$ cat config.mk
export PLATFORM = sky130hd
export DESIGN_NAME = mep_queue
export DESIGN_NICKNAME = d
export VERILOG_FILES = /design/src/rtl/mep_pkg.sv /design/src/rtl/mep_queue.sv
export SDC_FILE = /design/constraint.sdc
export NUM_CORES = 1
export LEC_CHECK = 0
export BUFFER_PORTS_ARGS = -buffer_cell sky130_fd_sc_hd__buf_4
export CORE_MARGIN = 2
export CORE_UTILIZATION = 45
export CTS_CLUSTER_SIZE = 30
export DETAILED_ROUTE_END_ITERATION = 8
export PLACE_DENSITY = 0.7
export SYNTH_ARGS = -nofsm -noshare
export SYNTH_HDL_FRONTEND = slang
export SYNTH_SLANG_ARGS = --single-unit
$ cat constraint.sdc
create_clock -name clk -period 11.5 [get_ports clk]
set_input_delay 1.725 -clock clk [delete_from_list [all_inputs] [get_ports clk]]
set_output_delay 1.725 -clock clk [all_outputs]
set_load 0.01 [all_outputs]
$ cat src/rtl/mep_pkg.sv
`timescale 1ns / 1ps
// ----------------------------------------------------------------------------
// mep_pkg: shared types and constants of the Mandelbrot escape pixel block
// Field widths, configuration register codes, reset values and the queue
// status type shared by the front, the queue and the iteration engine.
// ----------------------------------------------------------------------------
package mep_pkg;

	localparam int COUNT_BITS     = 10;
	localparam int GREEN_BITS     = 8;
	localparam int INDEX_BITS     = 24;
	localparam int WIDTH_BITS     = 13;
	localparam int MAX_ITER_BITS  = 11;
	localparam int CFG_INDEX_BITS = 3;
	localparam int GREEN_MAX      = 255;
	localparam int GREEN_SCALE    = 3;
	localparam int MAG_LIMIT      = 4;
	localparam int PRODUCT_BITS   = 64;
	localparam int QUEUE_DEPTH    = 2;

	localparam longint X_START_RESET  = -536870912;
	localparam longint X_STEP_RESET   = 895779;
	localparam longint Y_START_RESET  = 268435456;
	localparam longint Y_STEP_RESET   = -896276;
	localparam longint WIDTH_RESET    = 900;
	localparam longint MAX_ITER_RESET = 256;

	typedef enum logic [CFG_INDEX_BITS-1:0] {
		CFG_X_START        = 3'd0,
		CFG_X_STEP         = 3'd1,
		CFG_Y_START        = 3'd2,
		CFG_Y_STEP         = 3'd3,
		CFG_IMAGE_WIDTH    = 3'd4,
		CFG_MAX_ITERATIONS = 3'd5
	} mep_cfg_index_t;

	typedef struct packed {
		logic full;
		logic empty;
	} mep_queue_status_t;

endpackage

$ cat src/rtl/mep_queue.sv
`timescale 1ns / 1ps
// ----------------------------------------------------------------------------
// mep_queue: small register FIFO between front and iteration engine
// Holds mapped points so that intake and iteration stall independently.
// ----------------------------------------------------------------------------
module mep_queue #(
	parameter int WIDTH = 88,
	parameter int DEPTH = 2
) (
	input  logic                       clk,
	input  logic                       arst_n,
	input  logic                       push,
	input  logic [WIDTH-1:0]           push_data,
	input  logic                       pop,
	output logic [WIDTH-1:0]           pop_data,
	output mep_pkg::mep_queue_status_t status
);
	import mep_pkg::*;

	localparam int PTR_BITS = (DEPTH > 1) ? $clog2(DEPTH) : 1;
	localparam int CNT_BITS = $clog2(DEPTH + 1);

	logic [WIDTH-1:0]    entries_q [DEPTH];
	logic [PTR_BITS-1:0] wr_ptr_q;
	logic [PTR_BITS-1:0] rd_ptr_q;
	logic [CNT_BITS-1:0] count_q;
	logic                push_ok;
	logic                pop_ok;

	assign status.full  = (count_q == CNT_BITS'(DEPTH));
	assign status.empty = (count_q == '0);
	assign push_ok      = push && !status.full;
	assign pop_ok       = pop && !status.empty;
	assign pop_data     = entries_q[rd_ptr_q];

	always_ff @(posedge clk or negedge arst_n) begin
		if (!arst_n) begin
			wr_ptr_q <= '0;
			rd_ptr_q <= '0;
			count_q  <= '0;
		end else begin
			if (push_ok)
				wr_ptr_q <= (wr_ptr_q == PTR_BITS'(DEPTH - 1)) ? '0 : wr_ptr_q + PTR_BITS'(1);
			if (pop_ok)
				rd_ptr_q <= (rd_ptr_q == PTR_BITS'(DEPTH - 1)) ? '0 : rd_ptr_q + PTR_BITS'(1);
			case ({push_ok, pop_ok})
				2'b10:   count_q <= count_q + CNT_BITS'(1);
				2'b01:   count_q <= count_q - CNT_BITS'(1);
				default: count_q <= count_q;
			endcase
		end
	end

	always_ff @(posedge clk) begin
		if (push_ok)
			entries_q[wr_ptr_q] <= push_data;
	end

endmodule

Yosys cells after proc, flatten, opt, wreduce, memory -nomap -nowiden:

Memories as Yosys holds them, arrays and structs flattened.
Index checks and enable logic that the tools add are counted.
Widths: inputs -> output; s select.

* register bits: 4
* RAM bits: 176
* input bits: 92
* logic and storage cells: 22
* memories kept: 1

* $add $sub $neg: 4
* eq/ne operators: 3
* mux-type cells: 5
* reductions and logical operators: 6

Memory list
* entries_q: depth 2, width 88, read ports 1, clocked after Yosys merged registers in 0, write ports 1, line mep_queue.sv:23 `logic [WIDTH-1:0] entries_q [DEPTH];`

Operators with widths (number)
* $eq 2x2->1 const B: 2
* $mux 1: 4
* $pmux 2 s2: 1
* $add 1x1->1 const B: 2
* $add 2x1->2 const B: 1
* $eq 2x1->1 const B: 1
* $logic_and 1x1->1: 2
* $logic_not 1->1: 2
* $logic_not 2->1: 1
* $reduce_bool 2->1: 1
* $sub 2x1->2 const B: 1

Logic depth before layout (Yosys ltp):

* depth in word-level cells: 5
* depth in mapped cells: 6
* depth with buffers taken out: 6

Worst setup path before layout:

No wires, ideal clock.

* path kind: input port to flip-flop
* from: in push
* to: mem entries_q[0][0] (enable)
* library setup time: 535 ps
* arrival: 5486 ps
* data required time: 10965 ps
* path slack: 5479 ps
* stages: 2
* path buffers: 0
* cell sequence: nand2_1 -> nor2_1

* word-level cells in the longest chain between the ends: 3

RTL lines
* start: declaration: line mep_queue.sv:12 `input logic push,`
* $logic_and 1x1->1: line mep_queue.sv:32 `assign push_ok = push && !status.full;`
* $mux 1: line mep_queue.sv:55 `if (push_ok)`
* $mux 1 (implied by the code): line mep_queue.sv:56 `entries_q[wr_ptr_q] <= push_data;`
* end: declaration: line mep_queue.sv:23

No other way between the ends.

Worst setup path after layout:

* from: reg rd_ptr_q
* to: out pop_data[2]

* word-level cells in the longest chain between the ends: 1

RTL lines
* start: declaration: line mep_queue.sv:25 `logic [PTR_BITS-1:0] rd_ptr_q;`
* start signal: assignment: line mep_queue.sv:45 `rd_ptr_q <= (rd_ptr_q == PTR_BITS'(DEPTH - 1)) ? '0 : rd_ptr_q + PTR_BITS'(1);`
* $mem_v2 2x88
* end: declaration: line mep_queue.sv:15 `output logic [WIDTH-1:0] pop_data,`

No other way between the ends.

==> report_table.html <==
<table>
<tr><th>Metric</th><th>Value</th></tr>
<tr><th colspan="2">Routing</th></tr>
<tr><td>Via total after detailed routing</td><td>3296</td></tr>
<tr><td>DRT Pass-1 Iters</td><td>4</td></tr>
<tr><td>Final routed wirelength across all metal layers</td><td>approximately 12000 um</td></tr>
<tr><td>Avg Vias per Cell</td><td>4.83</td></tr>
<tr><td>DR DRC count</td><td>0</td></tr>
<tr><td>1st-iter DRT viols</td><td>roughly 190</td></tr>
<tr><td>Wire length per cell after detailed routing</td><td>17.1 um</td></tr>
<tr><td>Residual antenna-violating net count after detailed routing</td><td>0</td></tr>
<tr><th colspan="2">Setup path</th></tr>
<tr><td>Startpoint type of the worst setup path</td><td>flop</td></tr>
<tr><td>Data required time at the worst endpoint</td><td>approximately 9.8 ns</td></tr>
<tr><td>Data arrival time at the worst-slack endpoint</td><td>around 2.5 ns</td></tr>
<tr><td>Largest fanout on the critical path</td><td>48</td></tr>
<tr><td>Type of the setup path with the least slack</td><td>reg2out</td></tr>
<tr><td>Kind of capture point of the worst setup path</td><td>primary output</td></tr>
<tr><th colspan="2">Timing</th></tr>
<tr><td>Post-route fraction of the period consumed by the critical path</td><td>36.6%</td></tr>
<tr><td>Fin crit period</td><td>between 4 and 5 ns</td></tr>
<tr><td>Final Max Slew Viols</td><td>0</td></tr>
<tr><td>Max Freq</td><td>238 MHz</td></tr>
<tr><td># setup viols final</td><td>0</td></tr>
<tr><td>Setup repair after global routing missed its margin</td><td>false</td></tr>
<tr><td>Worst Clk Skew</td><td>0.00609 ns</td></tr>
<tr><td>Total negative setup slack</td><td>0 ns</td></tr>
<tr><td>Relative max-transition margin</td><td>between 30% and 40%</td></tr>
<tr><td>Number of hold-slack violations in the final timing report</td><td>0</td></tr>
<tr><td>PnR worst setup slack</td><td>7.30 ns</td></tr>
<tr><td>Transition at the pin with the smallest max-transition slack</td><td>0.979 ns</td></tr>
<tr><th colspan="2">CTS</th></tr>
<tr><td>Max H-tree Level</td><td>4</td></tr>
<tr><td>Root buffer cell</td><td>clkbuf_16</td></tr>
<tr><td>CTS tree</td><td>built</td></tr>
<tr><td>Num CTS Buffers</td><td>17</td></tr>
<tr><td>Later-pin clock latency in the skew report</td><td>0.42 ns</td></tr>
<tr><td>Worst-case clock buffer depth</td><td>2</td></tr>
<tr><td>Number of gates given a new drive strength after cts</td><td>0</td></tr>
<tr><td>CTS clk-pin slew, worst paths</td><td>about 0.060 ns</td></tr>
<tr><td>CTS Sinks</td><td>180</td></tr>
<tr><td>Count of hold buffers inserted by post-cts repair</td><td>0</td></tr>
<tr><td>Post CTS Setup Buffer Count</td><td>0</td></tr>
<tr><th colspan="2">Power</th></tr>
<tr><td>Worst-case vdd ir drop</td><td>0.158 mV</td></tr>
<tr><td>Power per cell area</td><td>approximately 250 nW/um^2</td></tr>
<tr><td>Post-layout total power</td><td>2.18 mW</td></tr>
<tr><td>Leakage power summed over all cells</td><td>between 3 and 4 nW</td></tr>
<tr><th colspan="2">Global routing</th></tr>
<tr><td>Initial antenna violation count</td><td>0</td></tr>
<tr><td>Overall fraction of global-route tracks in use</td><td>15.4%</td></tr>
<tr><td>Global-route congestion overflow total</td><td>0</td></tr>
<tr><td>Maximum number of pins on one net before global-route repair</td><td>73</td></tr>
<tr><td>Global-route wire length before repair</td><td>~18000 um</td></tr>
<tr><td>Vias in the first global route</td><td>around 3600</td></tr>
<tr><th colspan="2">Yosys</th></tr>
<tr><td>Number of flip-flops and latches in the synthesized netlist</td><td>180</td></tr>
<tr><td>Syn Std Cell Area</td><td>6580 sq um</td></tr>
<tr><td>Number of nets produced by synthesis</td><td>about 390</td></tr>
<tr><td>Number of standard cells after synthesis</td><td>292</td></tr>
<tr><td>Share of synthesized area occupied by flip-flops and latches</td><td>81.9%</td></tr>
<tr><td>Warnings, synthesis</td><td>0</td></tr>
<tr><td>Avg Inst Size Synth</td><td>roughly 23 sq um</td></tr>
<tr><td>Cell variety after synth</td><td>15</td></tr>
<tr><th colspan="2">Die</th></tr>
<tr><td>DIE HEIGHT</td><td>125 um</td></tr>
<tr><td>Floorplan die area</td><td>15600 sq um</td></tr>
<tr><td>Placeable core region</td><td>14400 sq um</td></tr>
<tr><td>Number of standard-cell rows in the floorplan</td><td>44</td></tr>
<tr><td>I/O pin count</td><td>approximately 180</td></tr>
<tr><td>DIE WIDTH</td><td>125 um</td></tr>
<tr><td>Initial cell density of the core</td><td>45.6%</td></tr>
<tr><th colspan="2">Hold path</th></tr>
<tr><td>HP Class</td><td>reg2reg</td></tr>
<tr><th colspan="2">Cells and area</th></tr>
<tr><td>Layout cells sized above 1</td><td>60.8%</td></tr>
<tr><td>Nets@finish</td><td>just under 600</td></tr>
<tr><td>Commonest non-fill, non-tap cell in the layout</td><td>buf_4</td></tr>
<tr><td>Number of diodes added for antenna fixing</td><td>0</td></tr>
<tr><td>Commonest non-fill, non-tap cells in the layout</td><td>184 x buf_4, 176 x edfxtp_1, 78 x mux2_2</td></tr>
<tr><td>Relative area change from synthesis to final layout</td><td>32.3%</td></tr>
<tr><td>Fillcell total</td><td>1073</td></tr>
<tr><th colspan="2">Placement</th></tr>
<tr><td>Quantity of I/O buffers inserted on ports</td><td>181</td></tr>
<tr><td>HPWL reported at the end of detailed placement</td><td>7610 um</td></tr>
<tr><td>Routability congestion estimate from global placement</td><td>0.728</td></tr>
<tr><td>Worst slack at placement</td><td>7.69 ns</td></tr>
<tr><th colspan="2">Status</th></tr>
<tr><td>Outcome</td><td>complete, no violations</td></tr>
<tr><th colspan="2">Job</th></tr>
<tr><td>Number of maximum-capacitance violations</td><td>0</td></tr>
</table>
-- flip-flops by register name, indices dropped and copies added, names as in the netlist --
signal / flops
entries_q: 176
count_q: 2
rd_ptr_q: 1
wr_ptr_q: 1
-- cell type report --
type                            count  area, sq um  area share, %
Clock inverter                     14          136           1.57
Clock buffer                       18          429           4.93
Sequential cell                   180         5390           61.9
Multi-Input combinational cell    101         1130           13.0
Tap cell                          184          230           2.65
Inverter                            1         3.75         0.0431
Timing Repair Buffer              184         1380           15.9
-- critical path, cell delays in order (launching register included) --
cell     delay (ns)
dfrtp_4        0.80
buf_4          0.67
mux2_2         0.42
buf_4          0.15
-- final timing paths --
check                           startpoint          endpoint  slack (ns)  cells after the start
min in group asynchronous           arst_n          wr_ptr_q        1.10                      1
worst min register to register  count_q[1]        count_q[1]        0.51                      1
worst max register to register  count_q[0]  entries_q[0][47]        9.08                      4
worst min-delay path            count_q[1]        count_q[1]        0.51                      1
max in group asynchronous           arst_n          rd_ptr_q       10.28                      1
worst max-delay path              rd_ptr_q       pop_data[2]        7.30                      3
-- synthesized netlist by cell type --
master | count | share of area, %
dfrtp_1 | 4 | 1.5
mux2_4 | 10 | 2.3
xor2_1 | 2 | 0.27
mux2_2 | 78 | 13
buf_6 | 3 | 0.51
xnor2_1 | 3 | 0.40
inv_1 | 1 | 0.057
buf_2 | 7 | 0.53
edfxtp_1 | 176 | 80
and3_1 | 1 | 0.095
nor2b_1 | 1 | 0.095
nand2b_1 | 1 | 0.095
nor2_1 | 3 | 0.17
ha_1 | 1 | 0.19
nand2_1 | 1 | 0.057
-- cell families (layout without fill, tap and decap cells) --
group | after synthesis | in the layout | synth area share (%)
XOR/XNOR | 5 | 5 | 0.666
adder cells (fa/ha/maj) | 1 | 1 | 0.190
buffers and inverters | 11 | 217 | 1.10
flip-flops | 180 | 180 | 81.9
multiplexers | 88 | 88 | 15.6
AND/OR/NAND/NOR | 7 | 7 | 0.514
-- metal layers --
layer | vias to the layer above | share of wire [%] | GRT usage, %
met5 | - | 0 | 0
met2 | 116 | 49 | 24.9
met1 | 1624 | 42 | 19.1
met3 | 16 | 6.8 | 5.50
met4 | 0 | 1.6 | 6.27
li1 | 1540 | - | -
-- report_power, final --
part           switching (mW)  internal [mW]
clock network           0.231          0.318
logic                   0.310          0.358
registers              0.0638          0.899
-- per-stage QoR --
step	std cells	util (%)	cell area, sq um	hold WS (ns)
floorplan	292	-	6580	0.461
global placement	650	56.4	8140	0.482
detailed placement	650	56.4	8140	0.496
CTS	682	60.3	8700	0.508
global route	682	60.3	8700	0.535
finish	682	60.3	8700	0.506
No activity file was read; power rests on OpenSTA's default activity.
