**config.mk**
```make
export PLATFORM = sky130hd
export DESIGN_NAME = mep_front_flat
export DESIGN_NICKNAME = d
export VERILOG_FILES = /design/src/rtl/mep_pkg.sv /design/src/rtl/mep_stream_if.sv /design/src/rtl/mep_front.sv /design/src/flat_wrapper.sv
export SDC_FILE = /design/constraint.sdc
export NUM_CORES = 2
export LEC_CHECK = 0
export BUFFER_PORTS_ARGS = -buffer_cell sky130_fd_sc_hd__clkbuf_2
export CAP_MARGIN = 30
export CORE_UTILIZATION = 30
export CTS_BUF_LIST = sky130_fd_sc_hd__clkbuf_8
export DETAILED_ROUTE_END_ITERATION = 10
export HOLD_SLACK_MARGIN = 0.15
export SKIP_CTS_REPAIR_TIMING = 1
export SLEW_MARGIN = 20
export SYNTH_ARGS = -nofsm -noshare
export SYNTH_HDL_FRONTEND = slang
export SYNTH_SLANG_ARGS = --single-unit
```
**constraint.sdc**
```tcl
create_clock -name clk -period 14.4 [get_ports clk]
set_clock_uncertainty 0.1 [all_clocks]
set_input_delay 0.72 -clock clk [delete_from_list [all_inputs] [get_ports clk]]
set_output_delay 0.72 -clock clk [all_outputs]
set_load 0.02 [all_outputs]
```
**src/rtl/mep_pkg.sv**
```systemverilog
`timescale 1ns / 1ps
// ----------------------------------------------------------------------------
// mep_pkg: shared types and constants of the Mandelbrot escape pixel block
// Field widths, configuration register codes, reset values and the queue
// status type shared by the front, the queue and the iteration engine.
// ----------------------------------------------------------------------------
package mep_pkg;

	localparam int COUNT_BITS     = 10;
	localparam int GREEN_BITS     = 8;
	localparam int INDEX_BITS     = 24;
	localparam int WIDTH_BITS     = 13;
	localparam int MAX_ITER_BITS  = 11;
	localparam int CFG_INDEX_BITS = 3;
	localparam int GREEN_MAX      = 255;
	localparam int GREEN_SCALE    = 3;
	localparam int MAG_LIMIT      = 4;
	localparam int PRODUCT_BITS   = 64;
	localparam int QUEUE_DEPTH    = 2;

	localparam longint X_START_RESET  = -536870912;
	localparam longint X_STEP_RESET   = 895779;
	localparam longint Y_START_RESET  = 268435456;
	localparam longint Y_STEP_RESET   = -896276;
	localparam longint WIDTH_RESET    = 900;
	localparam longint MAX_ITER_RESET = 256;

	typedef enum logic [CFG_INDEX_BITS-1:0] {
		CFG_X_START        = 3'd0,
		CFG_X_STEP         = 3'd1,
		CFG_Y_START        = 3'd2,
		CFG_Y_STEP         = 3'd3,
		CFG_IMAGE_WIDTH    = 3'd4,
		CFG_MAX_ITERATIONS = 3'd5
	} mep_cfg_index_t;

	typedef struct packed {
		logic full;
		logic empty;
	} mep_queue_status_t;

endpackage

```
**src/rtl/mep_stream_if.sv**
```systemverilog
`timescale 1ns / 1ps
// ----------------------------------------------------------------------------
// mep_stream_if: pixel and result channels
// Valid/ready channels carrying a pixel position in and one escape result out.
// ----------------------------------------------------------------------------
interface mep_pixel_if #(
	parameter int POS_BITS = 12
);
	logic                valid;
	logic                ready;
	logic [POS_BITS-1:0] pixel_col;
	logic [POS_BITS-1:0] pixel_row;

	modport source(output valid, output pixel_col, output pixel_row, input ready);
	modport sink(input valid, input pixel_col, input pixel_row, output ready);
endinterface


```
**src/rtl/mep_front.sv**
```systemverilog
`timescale 1ns / 1ps
// ----------------------------------------------------------------------------
// mep_front: pixel intake and point mapping
// Two-stage pipeline that maps a pixel position to the saturated complex
// point c and the linear buffer index, then pushes both into the queue.
// ----------------------------------------------------------------------------
module mep_front #(
	parameter int COORD_BITS = 32,
	parameter int POS_BITS   = 12
) (
	input  logic                                         clk,
	input  logic                                         arst_n,
	input  logic signed [COORD_BITS-1:0]                 x_start,
	input  logic signed [COORD_BITS-1:0]                 x_step,
	input  logic signed [COORD_BITS-1:0]                 y_start,
	input  logic signed [COORD_BITS-1:0]                 y_step,
	input  logic [mep_pkg::WIDTH_BITS-1:0]               image_width,
	mep_pixel_if.sink                                    pixel_in,
	input  mep_pkg::mep_queue_status_t                   q_status,
	output logic                                         push,
	output logic [2*COORD_BITS+mep_pkg::INDEX_BITS-1:0]  push_data
);
	import mep_pkg::*;

	localparam int PROD_BITS = POS_BITS + 1 + COORD_BITS;
	localparam int SUM_BITS  = PROD_BITS + 1;
	localparam int RM_BITS   = POS_BITS + WIDTH_BITS;
	localparam int IDX_BITS  = (RM_BITS + 1 > INDEX_BITS) ? RM_BITS + 1 : INDEX_BITS;

	function automatic logic signed [COORD_BITS-1:0] sat_coord(
		input logic signed [SUM_BITS-1:0] v
	);
		logic [SUM_BITS-COORD_BITS:0] top;
		top = v[SUM_BITS-1:COORD_BITS-1];
		if ((&top) || !(|top))
			return v[COORD_BITS-1:0];
		else if (v[SUM_BITS-1])
			return {1'b1, {(COORD_BITS-1){1'b0}}};
		else
			return {1'b0, {(COORD_BITS-1){1'b1}}};
	endfunction

	logic                         run_q;
	logic                         advance;
	logic                         s1_valid;
	logic                         s2_valid;
	logic signed [PROD_BITS-1:0]  xprod_s1;
	logic signed [PROD_BITS-1:0]  yprod_s1;
	logic [RM_BITS-1:0]           rowmul_s1;
	logic [POS_BITS-1:0]          col_s1;
	logic signed [COORD_BITS-1:0] cr_s2;
	logic signed [COORD_BITS-1:0] ci_s2;
	logic [INDEX_BITS-1:0]        idx_s2;

	assign advance        = !s2_valid || !q_status.full;
	assign pixel_in.ready = advance && run_q;
	assign push           = s2_valid && !q_status.full;
	assign push_data      = {cr_s2, ci_s2, idx_s2};

	always_ff @(posedge clk or negedge arst_n) begin
		if (!arst_n) begin
			run_q    <= 1'b0;
			s1_valid <= 1'b0;
			s2_valid <= 1'b0;
		end else begin
			run_q <= 1'b1;
			if (advance) begin
				s1_valid <= pixel_in.valid && run_q;
				s2_valid <= s1_valid;
			end
		end
	end

	always_ff @(posedge clk) begin
		if (advance) begin
			xprod_s1  <= PROD_BITS'(signed'({1'b0, pixel_in.pixel_col})) * PROD_BITS'(x_step);
			yprod_s1  <= PROD_BITS'(signed'({1'b0, pixel_in.pixel_row})) * PROD_BITS'(y_step);
			rowmul_s1 <= RM_BITS'(pixel_in.pixel_row) * RM_BITS'(image_width);
			col_s1    <= pixel_in.pixel_col;
			cr_s2     <= sat_coord(SUM_BITS'(xprod_s1) + SUM_BITS'(x_start));
			ci_s2     <= sat_coord(SUM_BITS'(yprod_s1) + SUM_BITS'(y_start));
			idx_s2    <= INDEX_BITS'(IDX_BITS'(rowmul_s1) + IDX_BITS'(col_s1));
		end
	end

endmodule

```
**src/flat_wrapper.sv**
```systemverilog
// flat-port wrapper written by rule: the top's interface ports become plain ports
module mep_front_flat import mep_pkg::*;
#(
	parameter int COORD_BITS = 32,
	parameter int POS_BITS   = 12
)
  (clk, arst_n, x_start, x_step, y_start, y_step, image_width, q_status, push, push_data, pixel_in_valid, pixel_in_pixel_col, pixel_in_pixel_row, pixel_in_ready);
  mep_pixel_if #(.POS_BITS(POS_BITS)) pixel_in_i ();
  input  logic clk;
  input  logic arst_n;
  input  logic signed [COORD_BITS-1:0] x_start;
  input  logic signed [COORD_BITS-1:0] x_step;
  input  logic signed [COORD_BITS-1:0] y_start;
  input  logic signed [COORD_BITS-1:0] y_step;
  input  logic [mep_pkg::WIDTH_BITS-1:0] image_width;
  input  mep_pkg::mep_queue_status_t q_status;
  output logic push;
  output logic [2*COORD_BITS+mep_pkg::INDEX_BITS-1:0] push_data;
  input wire logic [$bits(pixel_in_i.valid)-1:0] pixel_in_valid;
  input wire logic [$bits(pixel_in_i.pixel_col)-1:0] pixel_in_pixel_col;
  input wire logic [$bits(pixel_in_i.pixel_row)-1:0] pixel_in_pixel_row;
  output wire logic [$bits(pixel_in_i.ready)-1:0] pixel_in_ready;
  assign pixel_in_i.valid = pixel_in_valid;
  assign pixel_in_i.pixel_col = pixel_in_pixel_col;
  assign pixel_in_i.pixel_row = pixel_in_pixel_row;
  assign pixel_in_ready = pixel_in_i.ready;
  mep_front #(.COORD_BITS(COORD_BITS), .POS_BITS(POS_BITS)) u_core (.clk(clk), .arst_n(arst_n), .x_start(x_start), .x_step(x_step), .y_start(y_start), .y_step(y_step), .image_width(image_width), .pixel_in(pixel_in_i), .q_status(q_status), .push(push), .push_data(push_data));
endmodule
```
==> After elaboration in Yosys (flattened, before gate mapping) <==
Index checks and enable logic that the tools add are counted.
{ "totals": {"reg_bits": 217, "latchBits": 0, "ramBits": 0, "mem_bits_ro": 0, "inputBits": 170, "output_inout_bits": 90, "word_cells": 34, "memories": 0} }
{ "op_classes": {"addsub": 3, "mul": 3, "div": 0, "magnitude_cmp": 0, "eq_ne": 0, "shift": 0, "mux": 4, "bitwise_logic": 0, "reduce_logical": 14} }
{ "ops": {"columns": ["op", "count"], "rows": [
  ["$mux W32", 4],
  ["$add A45 B32 Y46", 2],
  ["$mul A13 B32 Y45", 2],
  ["$reduce_and A15 Y1", 2],
  ["$reduce_or A15 Y1", 2],
  ["$add A24 B12 Y24", 1],
  ["$mul A12 B13 Y24", 1],
  ["$logic_not A1 Y1", 4],
  ["$logic_and A1 B1 Y1", 3],
  ["$logic_or A1 B1 Y1", 3]
]} }

==> Depth between registers and ports, before layout <==
{ "logic_depth": {"ltp_word": 5, "mapped_depth": 25, "mapped_depth_nobuf": 23} }

==> Least setup slack after synthesis <==
OpenSTA, ideal clock, no wires.
{ "synth_path": {"path_type": "input to output", "start": "in q_status[1] in the netlist's numbering", "end": "out pixel_in_ready", "t_arrival_ps": 5892, "slack_ps": 7688, "stages": 2, "n_path_buf": 0, "cell_sequence": "nand2_1 > and2_1"} }
{ "synth_between": {"elab_chain_cells": 3} }
{ "synth_rtl": {"columns": ["item", "line_no", "source"], "rows": [
  ["start, declared", "flat_wrapper.sv:16", "input mep_pkg::mep_queue_status_t q_status;"],
  ["$logic_not A1 Y1", "mep_front.sv:55", "assign advance = !s2_valid || !q_status.full;"],
  ["$logic_or A1 B1 Y1", "mep_front.sv:55", null],
  ["$logic_and A1 B1 Y1", "mep_front.sv:56", "assign pixel_in.ready = advance && run_q;"],
  ["end, declared", "flat_wrapper.sv:22", "output wire logic [$bits(pixel_in_i.ready)-1:0] pixel_in_ready;"]
]} }
Every way passes these cells.

==> Worst setup path after layout <==
{ "layout_path": {"start": "in pixel_in_pixel_col[7]", "end": "reg u_core.xprod_s1[43], data pin"} }
{ "layout_between": {"elab_chain_cells": 1} }
{ "layout_rtl": {"columns": ["item", "line_no", "source"], "rows": [
  ["start, declared", "flat_wrapper.sv:20", "input wire logic [$bits(pixel_in_i.pixel_col)-1:0] pixel_in_pixel_col;"],
  ["$mul A13 B32 Y45", "mep_front.sv:76", "xprod_s1 <= PROD_BITS'(signed'({1'b0, pixel_in.pixel_col})) * PROD_BITS'(x_step);"],
  ["end signal, assigned", "mep_front.sv:76", null],
  ["end, declared", "mep_front.sv:47", "logic signed [PROD_BITS-1:0] xprod_s1;"]
]} }
Every way passes these cells.
A chain may end at the register's enable or synchronous reset.

==> results.py <==
metrics = {
    "detailed_routing": {
        "drc": 0,
        "wire_per_inst_microns": 16.3,
        "routed_wirelength_mm": 114,
        "via_per_inst": 4.71,
        "ant_nets": 0,
        "drtPass1Iterations": 5,
        "drt_iter0_markers": 1742,
        "vias": 33000,
    },
    "timing": {
        "setup_violations": 0,
        "fin_setup_tns_ps": 0,
        "max_freq_mhz": 143,
        "fin_crit_ps": 6980,
        "rsz0062_at_grt": "false",
        "maxSlewHeadroom_pct": 39.4,
        "hold_violations": 0,
        "fin_crit_sh_pct": 48.5,
        "slew_violations": 0,
        "worst_pin_slew_ps": 886,
    },
    "pwr": {
        "p_leak_nw": 23.9,
        "ir_drop_mv": 0.216,
        "pwr_density_cell_nw_per_um2": 259,
    },
    "yosys": {
        "synth-seq-cells": 217,
        "ys_types": 81,
        "syn-cell-area_sq_um": 44700,
        "synth-edff-count": 214,
        "synth_nets": 6227,
        "synth_cells": 4909,
        "synthFlopType": "edfxtp_1",
        "synthArstFlopShare_pct": 1.38,
        "syn_avg_cell_area_sq_um": 9.10,
        "seq_area_frac_synth_pct": 14.6,
        "yosysWarnings": 0,
    },
    "global_routing": {
        "grt_overflow_total": 0,
        "antenna_found_initial": 24,
        "grt_pass1_vias": 34100,
        "grt_max_degree": 77,
        "track_usage_pct": 15.3,
        "grt_pass1_wl_mm": 185,
    },
    "clock_network": {
        "clock_path_buffers": 3,
        "clock_sinks": 217,
        "cts_root_buffer": "clkbuf_8",
        "clk-insertion-delay-late_ps": 660,
        "clk_pin_slew_ps": 50,
        "cts-htree-levels": 2,
        "numCtsBuffers": 43,
        "cts_tree": "built",
    },
    "worst_setup_path": {
        "regToRegEndpoint": "u_core.cr_s2[0]$_DFFE_PN_",
        "cp.buffers_inverters": 4,
        "critPathMaxFanout": 33,
        "critPathCaptureType": "flip-flop",
        "worstPathArrival_ps": 7300,
        "crit_top_cell": "fa_1",
        "r2r_cells": 15,
        "critPathMaxStageDelay_ps": 650,
        "endpoint": "u_core.xprod_s1[43]$_DFFE_PN_",
        "crit_type": "in -> reg",
        "start_kind": "input port",
        "critical_path.cell_chain": "clkbuf_2 > nand2_1 > fa_1 > inv_1 > fa_1 > fa_1 > fa_1 > inv_1 > fa_1 > inv_1 > ha_1 > a21o_1 > a21o_1 > a221oi_1 > o32ai_1 > a2111o_1 > a31o_2 > a21oi_1 > nor2b_1 > a221oi_1 > o21ai_0 > xor2_1",
        "crit_required_ps": 14720,
        "slowest_stage": "clkbuf_2",
        "crit_start": "pixel_in_pixel_col[7]",
        "reg2reg_slack_ps": 9340,
        "crit_family": "adder cells",
        "cp.depth": 22,
        "rr_startpoint": "u_core.xprod_s1[0]$_DFFE_PN_",
    },
    "finish": {
        "fin_nets": 6340,
        "post-route-util_pct": 33.0,
        "layout_commonest_cell": "inv_1",
        "area_delta_synth_final_pct": 9.27,
        "drive_above_1_share_pct": 7.57,
        "fin_area_sq_um": 48800,
        "layout_common_cells": "1079 x inv_1, 788 x fa_1, 641 x nand2_1",
    },
    "die": {
        "rows": 141,
        "pin_count": 260,
        "die-width_microns": 388,
        "initial_core_util_pct": 30.2,
        "die-area_sq_um": 150000,
        "fp.dieH_microns": 388,
        "core_sq_um": 148000,
    },
    "placement": {
        "gp_congestion": 0.876,
        "post_dp_cell_area_sq_um": 47700,
        "io_buffers": 258,
        "dp_hpwl_mm": 90.9,
    },
    "run_status": {
        "status": "complete, no violations",
    },
    "flow_run": {
        "timing.max_cap.violations": 0,
    },
    "worst_hold_path": {
        "whs_path_depth": 3,
        "hp-class": "in -> reg",
    },
}
-- metrics by stage --
stage	setup WS [ps]	hold WS, ps	std cells	power, mW
after global placement	6720	349	6901	11.7
final	7420	196	7001	12.7
after global routing	7060	179	7000	14.1
after CTS	7420	-383	6983	12.7
after floorplan	7690	324	4909	9.35
after detailed placement	6670	368	6903	11.9
-- tightest hold or removal path: stages --
cell	delay, ps
clkbuf_2	80
nand3_1	70
nand2_1	50
-- synthesized netlist by cell type, types with 29 or more instances --
| cell type | count | area, sq um |
|---|---|---|
| a21o_1 | 93 | 698 |
| a21oi_1 | 215 | 1080 |
| and2_1 | 421 | 2630 |
| and3_1 | 29 | 181 |
| clkbuf_1 | 202 | 758 |
| edfxtp_1 | 214 | 6430 |
| fa_1 | 788 | 15800 |
| ha_1 | 360 | 4500 |
| inv_1 | 1072 | 4020 |
| mux2i_1 | 36 | 360 |
| nand2_1 | 642 | 2410 |
| nand3_1 | 37 | 185 |
| nand4_1 | 33 | 206 |
| nor2_1 | 115 | 432 |
| o21ai_0 | 102 | 510 |
| xnor2_1 | 123 | 1080 |
| xor2_1 | 72 | 631 |
-- cells by family (layout without fill, tap and decap cells) --
| group | Yosys count | after routing | synth area share (%) |
|---|---|---|---|
| buf+inv | 1287 | 1435 | 11.0 |
| simple gates | 1417 | 1417 | 15.6 |
| other cells | 1 | 15 | 0.00839 |
| xor+xnor | 195 | 195 | 3.82 |
| mux | 39 | 39 | 0.882 |
| fa+ha+maj | 1148 | 1148 | 45.4 |
| flops | 217 | 217 | 14.6 |
| compound gates | 605 | 605 | 8.73 |
-- routing by layer --
layer	global-route usage (%)	routed length, microns
met2	24.6	52700
met1	21.2	53500
met5	0	106
met3	2.13	5140
met4	4.32	2620
-- cell type report --
type | count | area, sq um
diodes | 14 | 35.0
fillers | 15400 | 99000
multi-input cells | 3405 | 33300
well taps | 1930 | 2410
inverters | 1072 | 4020
flip-flops and latches | 217 | 6500
clock buffers | 43 | 592
clock inverters | 37 | 437
repair buffers | 283 | 1560
-- registers in the layout, summed over array words and instances, names as in the netlist --
| register | flops |
|---|---|
| u_core.col_s1 | 12 |
| u_core.cr_s2 | 32 |
| u_core.ci_s2 | 32 |
| u_core.idx_s2 | 24 |
| u_core.yprod_s1 | 45 |
| u_core.rowmul_s1 | 24 |
| u_core.xprod_s1 | 45 |
| u_core.run_q | 1 |
| u_core.s1_valid | 1 |
| u_core.s2_valid | 1 |
-- power by group --
part           total, mW  internal (mW)  leakage (nW)  switching, mW
logic               10.2           4.23          21.2           5.95
registers           1.70           1.53          2.21          0.167
clock network      0.782          0.451         0.531          0.331
total               12.7           6.21          23.9           6.45
-- worst min path at each step --
stage | startpoint | end | slack [ps]
2_1_floorplan | arst_n | u_core.run_q$_DFF_PN0_ | 320
3_3_place_gp | u_core.s1_valid$_DFFE_PN0N_ | u_core.s2_valid$_DFFE_PN0N_ | 350
3_5_place_dp | u_core.s1_valid$_DFFE_PN0N_ | u_core.s2_valid$_DFFE_PN0N_ | 370
4_1_cts | arst_n | u_core.run_q$_DFF_PN0_ | -380
5_1_grt | pixel_in_valid | u_core.s1_valid$_DFFE_PN0N_ | 180
6_report | pixel_in_valid | u_core.s1_valid$_DFFE_PN0N_ | 200
Note: power is estimated with default switching activity, not from simulation.
